File: config.mk
export PLATFORM = sky130hd
export DESIGN_NAME = tset_cell
export DESIGN_NICKNAME = d
export VERILOG_FILES = /design/src/hw/rtl/tset_pkg.sv /design/src/hw/rtl/tset_cell.sv
export SDC_FILE = /design/constraint.sdc
export NUM_CORES = 1
export LEC_CHECK = 0
export BUFFER_PORTS_ARGS = -buffer_cell sky130_fd_sc_hd__buf_2
export CAP_MARGIN = 0
export CORE_AREA = 2 2 293 295
export CTS_CLUSTER_DIAMETER = 80
export CTS_CLUSTER_SIZE = 28
export DETAILED_ROUTE_END_ITERATION = 10
export DIE_AREA = 0 0 295 297
export SLEW_MARGIN = 20
export SYNTH_ARGS = -nofsm -noshare
export SYNTH_HDL_FRONTEND = slang
export SYNTH_SLANG_ARGS = --single-unit
File: constraint.sdc
create_clock -name clk -period 19.05 [get_ports clk]
set_clock_uncertainty 0.2 [all_clocks]
set_input_delay 1.905 -clock clk [delete_from_list [all_inputs] [get_ports clk]]
set_output_delay 1.905 -clock clk [all_outputs]
set_load 0.005 [all_outputs]
File: src/hw/rtl/tset_pkg.sv
// Shared types and constants for the time-sorted entry table.
// No dependencies; used by the cells, the top level and the checker.
`timescale 1ns / 1ps
`default_nettype none

package tset_pkg;

	localparam int unsigned TABLE_DEPTH_DEF = 64;
	localparam int unsigned MAX_W           = 7;
	localparam logic [MAX_W-1:0] MAX_ENTRIES_RST = 7'd64;

	typedef struct packed {
		logic [63:0] ident;
		logic [31:0] stime;
		logic [31:0] handle;
	} entry_t;

	typedef enum logic [1:0] {
		CMD_INSERT = 2'd0,
		CMD_LOOKUP = 2'd1,
		CMD_DELETE = 2'd2,
		CMD_CLEAR  = 2'd3
	} cmd_t;

	typedef enum logic [2:0] {
		RS_INSERTED  = 3'd0,
		RS_DUPLICATE = 3'd1,
		RS_FOUND     = 3'd2,
		RS_NOT_FOUND = 3'd3,
		RS_DELETED   = 3'd4,
		RS_CLEARED   = 3'd5
	} status_t;

	typedef enum logic [1:0] {
		S_IDLE  = 2'd0,
		S_APPLY = 2'd1,
		S_EVICT = 2'd2
	} state_t;

	// What every cell does on the next edge.
	typedef enum logic [2:0] {
		CELL_HOLD     = 3'd0,
		CELL_INS      = 3'd1,  // open a slot at the insert point, shift up
		CELL_INS_DROP = 3'd2,  // insert and drop the head in one step
		CELL_DEL      = 3'd3,  // close the matched slot, shift down
		CELL_DROP     = 3'd4   // drop the head, shift down
	} cell_op_t;

	typedef struct packed {
		cell_op_t    op;
		logic        capture;    // register compare flags against the key
		logic [63:0] key_ident;
		logic [31:0] key_time;
		entry_t      new_entry;
	} cell_ctl_t;

endpackage

`default_nettype wire

File: src/hw/rtl/tset_cell.sv
// One slot of the sorted table: holds an entry, compares it against the key
// and takes data from itself, a neighbor or the new entry. Uses tset_pkg.
`timescale 1ns / 1ps
`default_nettype none

module tset_cell
	import tset_pkg::*;
#(
	parameter int unsigned DEPTH = TABLE_DEPTH_DEF,
	parameter int unsigned IDX   = 0,
	localparam int unsigned CW   = $clog2(DEPTH + 1),
	localparam int unsigned IW   = (DEPTH > 1) ? $clog2(DEPTH) : 1
) (
	input  wire logic          clk,
	input  wire logic          arst_n,
	input  wire cell_ctl_t     ctl,
	input  wire logic [CW-1:0] count,
	input  wire logic [IW-1:0] del_idx,
	input  wire entry_t        left_entry,
	input  wire logic          left_ge,
	input  wire entry_t        right_entry,
	input  wire logic          right_ge,
	output entry_t             entry,
	output logic               ge,
	output logic               match,
	output entry_t             found
);

	entry_t entry_q;
	entry_t entry_d;
	logic   match_q;
	logic   ge_q;
	logic   occ;
	logic   at_k;

	assign occ  = CW'(IDX) < count;
	assign at_k = IW'(IDX) >= del_idx;

	// ge: this slot sits at or after the insert point (empty slots count too)
	always_ff @(posedge clk or negedge arst_n) begin
		if (!arst_n) begin
			match_q <= 1'b0;
			ge_q    <= 1'b0;
		end else if (ctl.capture) begin
			match_q <= occ && (entry_q.ident == ctl.key_ident);
			ge_q    <= !occ || (entry_q.stime > ctl.key_time);
		end
	end

	always_comb begin
		entry_d = entry_q;
		case (ctl.op)
			CELL_HOLD: entry_d = entry_q;
			CELL_INS: begin
				if (ge_q && !left_ge)
					entry_d = ctl.new_entry;
				else if (ge_q)
					entry_d = left_entry;
			end
			CELL_INS_DROP: begin
				if (!right_ge)
					entry_d = right_entry;
				else if (!ge_q)
					entry_d = ctl.new_entry;
			end
			CELL_DEL: begin
				if (at_k)
					entry_d = right_entry;
			end
			CELL_DROP: entry_d = right_entry;
			default: entry_d = entry_q;
		endcase
	end

	always_ff @(posedge clk) begin
		entry_q <= entry_d;
	end

	assign entry = entry_q;
	assign ge    = ge_q;
	assign match = match_q;
	assign found = match_q ? entry_q : '0;

endmodule

`default_nettype wire

## Word level (Yosys, flattened, before mapping)

Index checks and enable logic that the tools add are counted.
W data, S select, Z words.

- Order comparisons: 3
- Eq/ne operators: 8
- Mux-type cells: 7
- Reduce and logical (&&, ||, !) cells: 7

Operator list:

| cell | count |
|---|---|
| $mux W128 | 6 |
| $pmux W128 S4 | 1 |
| $eq A64 B64 Y1 | 1 |
| $gt A32 B32 Y1 | 1 |
| $lt A1 B7 Y1 const A | 1 |
| $eq A3 B2 Y1 const B | 2 |
| $ge A1 B6 Y1 const A | 1 |
| $ne A3 B3 Y1 const B | 2 |
| $reduce_and A4 Y1 | 1 |
| $reduce_bool A4 Y1 | 1 |
| $eq A3 B1 Y1 const B | 1 |
| $eq A3 B3 Y1 const B | 1 |
| $logic_and A1 B1 Y1 | 2 |
| $logic_not A1 Y1 | 2 |
| $ne A2 B2 Y1 const B | 1 |
| $logic_or A1 B1 Y1 | 1 |

- Register bits: 130
- Bits of input ports: 501
- Word-level logic and storage cells: 30

## Depth between registers and ports, before layout

- Depth in word-level cells: 4
- Mapped depth: 8
- Mapped depth without buffers: 8

## Worst setup path after synthesis

No wires, ideal clock.

- Kind: in2reg
- Start point: in del_idx[5]
- End point: reg entry_q, in the netlist entry[0], enable pin
- Setup time: 0.658 ns
- Arrival: 8.876 ns
- Data required time: 18.192 ns
- Path slack: 9.316 ns
- Stages on the path: 4
- Buffers on the path: 0
- Cell sequence: or4_1 > o31ai_1 > nand2_1 > a21oi_1

- Cells in the longest elaborated chain, start to end: 3

RTL lines:

| what | RTL line | RTL |
|---|---|---|
| start, declared | tset_cell.sv:18 | `input wire logic [IW-1:0] del_idx,` |
| $ge A1 B6 Y1 | tset_cell.sv:37 | `assign at_k = IW'(IDX) >= del_idx;` |
| $ne A2 B2 Y1 (no source line) | n/a |  |
| $reduce_and A4 Y1 (no source line) | n/a |  |
| end signal, assigned | tset_cell.sv:76 | `entry_q <= entry_d;` |
| end, declared | tset_cell.sv:29 | `entry_t entry_q;` |

Every way passes these cells.
A chain may end at the register's enable or synchronous reset.

## Worst setup path in the final report

- Start point: in del_idx[5]
- End point: reg entry_q, in the netlist entry[78], enable pin

The elaborated chain is that of the path after synthesis.

==> run_results.csv <==
group,metric,value,unit
status,outcome,"completed",
route,drtIter0Drc,570,
finish,layout_common_cells,"buf_2, nor2b_1, a221o_1",
cts,cts-htree-levels,4,
grt,globalRouteOverflowTotal,0,
yosys,synthSimpleGateAreaFrac,21.8,%
cts,hold_buffers,0,
worst_setup_path,crit_slowest_cell,"buf_4",
yosys,synth_compound_area_share,19.5,%
placed_design,dp_slack,14.06,ns
sta,finalCritPeriodShare,23.7,%
pwr,power_density,69.4,nW/um^2
route,viasPerCell,3.63,
cts,path_clk_slew,0.06,ns
finish,layout-drive-gt1-share,51.6,%
grt,grt_start_max_net_pins,131,
yosys,synthesis.area,8740,sq um
cts,cts_sinks,130,
finish,final_common_cell,"buf_2",
worst_setup_path,crit_path_max_incr_delay,0.72,ns
cts,insertion_delay,0.47,ns
cts,ctsResizeCount,0,
worst_setup_path,crit_arrival,4.39,ns
sta,slew_violations,0,
sta,postLayoutSetupSlackWorst,14.54,ns
cts,cts-root-buf,"clkbuf_16",
yosys,synth_adder_area_share,4.58,%
yosys,synthXorXnorAreaFrac,4.11,%
floorplanning,rows,107,
floorplanning,initial_utilization,10.3,%
floorplanning,die_h,297,microns
sta,rsz0062_at_grt,"false",
cts,post-cts-setup-buffer-count,0,
sta,finalSetupTns,0,ns
cts,clock_path_buffers,2,
yosys,synth_fp_nets,1349,
finish,nNetsFinal,2081,
sta,tightest_slew,0.980,ns
route,remaining_drc_errors,0,
yosys,synth_edf_count,128,
worst_setup_path,end_kind,"flop",
yosys,synth_seq_cells,130,
pwr,power,0.00100,W
route,postRouteAntennaNets,0,
cts,cts_tree,"yes",
pwr,cellLeakagePower,6.77,nW
yosys,ys.flop_type,"edfxtp_1",
floorplanning,die_area,87600,sq um
route,vias,9855,
placed_design,io_buffers,758,
yosys,synthCells,816,
yosys,synthDistinctLibCells,40,
yosys,synth-async-reset-ratio,1.54,%
grt,grt_pass1_vias,9610,
worst_setup_path,crit_chain,"buf_2 -> or4_1 -> o31ai_1 -> nand2_1 -> a21oi_4 -> buf_4",
min_path,hold_class,"flop to flop",
floorplanning,io_pins,759,
cts,cts_made_buffers,17,
sta,hold_viol_final,0,
grt,grt.total_usage,12.1,%
route,postRouteWirelength,55200,microns
worst_setup_path,crit_type,"primary input to flop",
worst_setup_path,startpoint_type,"primary input",
yosys,yosysWarnings,0,
floorplanning,die_x,295,microns
pwr,ir_drop,69.5,uV
grt,grt_pass1_wl,72200,microns
sta,min_period,4.51,ns
floorplanning,coreArea,84500,sq um
worst_setup_path,required,18.93,ns
finish,post-route-util,17.1,%
placed_design,dp_hpwl,46000,microns
sta,slew_headroom,34.5,%
yosys,synth_mux_area_share,0,%
placed_design,gp_congestion,0.892,
route,wl_per_cell,20.3,microns
yosys,synth_top_family_by_area,"simple AND/OR/NAND/NOR gates",
grt,antenna_found_initial,28,
sta,setup_viol,0,
sta,clock.fmax,222,MHz
route,firstDrtPassIters,7,
yosys,seq_area_frac_synth,44.5,%
run,cap_violations,0,
finish,area_delta_synth_final,65.4,%
yosys,syn_area_per_cell,10.7,sq um
worst_setup_path,cp_max_fo,53,
## cells in the mapped netlist, types with 5 or more instances
| cell type | instances | area (sq um) |
|---|---|---|
| nor3_1 | 5 | 25.0 |
| nand4_1 | 9 | 56.3 |
| o22ai_1 | 8 | 50.1 |
| nor2b_1 | 133 | 832 |
| a21oi_1 | 14 | 70.1 |
| a221oi_1 | 6 | 52.6 |
| a221o_1 | 130 | 1300 |
| clkbuf_1 | 17 | 63.8 |
| and2_1 | 127 | 795 |
| xnor2_1 | 8 | 70.1 |
| ha_1 | 32 | 400 |
| inv_1 | 58 | 218 |
| nor4_1 | 12 | 75.1 |
| o21ai_0 | 7 | 35.0 |
| edfxtp_1 | 128 | 3840 |
| xor2_1 | 33 | 289 |
| buf_2 | 40 | 200 |
| nand2_1 | 8 | 30.0 |
## worst max-delay path, delay by kind of cell
kind	cells	cell delay, ns
compound gates	2	0.91
simple gates	2	0.65
buf+inv	2	0.82
## final timing paths
| kind | from | to | slack, ns | cells after the start |
|---|---|---|---|---|
| max in group asynchronous | arst_n | match$_DFFE_PN0P_ | 17.42 | 1 |
| min in group asynchronous | arst_n | ge$_DFFE_PN0P_ | 1.05 | 1 |
| worst max register to register | ge$_DFFE_PN0P_ | entry[3]$_DFFE_PP_ | 15.68 | 8 |
| worst min register to register | ge$_DFFE_PN0P_ | ge$_DFFE_PN0P_ | 0.65 | 2 |
| worst min-delay path | ge$_DFFE_PN0P_ | ge$_DFFE_PN0P_ | 0.65 | 2 |
| worst max-delay path | del_idx[5] | entry[78]$_DFFE_PP_ | 14.54 | 6 |
## power by group
part	total, W	leakage [nW]	switching [W]	internal (W)
Sequential	0.000412	1.26	0.0000493	0.000363
Clock	0.000348	0.280	0.000143	0.000204
Combinational	0.000244	5.23	0.000127	0.000116
## layout make-up
class | instances | area, sq um
fillers | 9468 | 70000
multi-input cells | 571 | 4410
repair buffers | 770 | 3900
flip-flops and latches | 130 | 3900
well taps | 1144 | 1430
clock buffers | 21 | 440
inverters | 58 | 218
clock inverters | 11 | 138
diodes | 10 | 25.0
## registers in the layout (all words and copies together) (netlist names)
signal,count
entry,128
ge,1
match,1
## cells by family (layout without fill, tap and decap cells)
family | after synthesis | count (layout)
AND/OR/NAND/NOR | 310 | 310
AO/OA/AOI/OAI | 188 | 188
flip-flops | 130 | 130
buffers and inverters | 115 | 860
XOR/XNOR | 41 | 41
adder cells (fa/ha/maj) | 32 | 32
other | 0 | 10
## routing by layer
layer  up-vias  track usage (%)  part of all wire, %
li1       4535                -                    -
met1      4638             14.9                   43
met2       595             19.5                   45
met3        79             3.15                  7.4
met4         8             5.62                  4.1
met5         -                0                0.094
## stage by stage
step | cells | hold slack, ns | cell area, sq um
6_report | 2715 | 0.646 | 14500
2_1_floorplan | 816 | 0.406 | 8740
3_3_place_gp | 2672 | 0.635 | 13800
4_1_cts | 2704 | 0.642 | 14400
3_5_place_dp | 2672 | 0.622 | 13800
5_1_grt | 2711 | 0.675 | 14400
No activity file was read; power rests on OpenSTA's default activity.
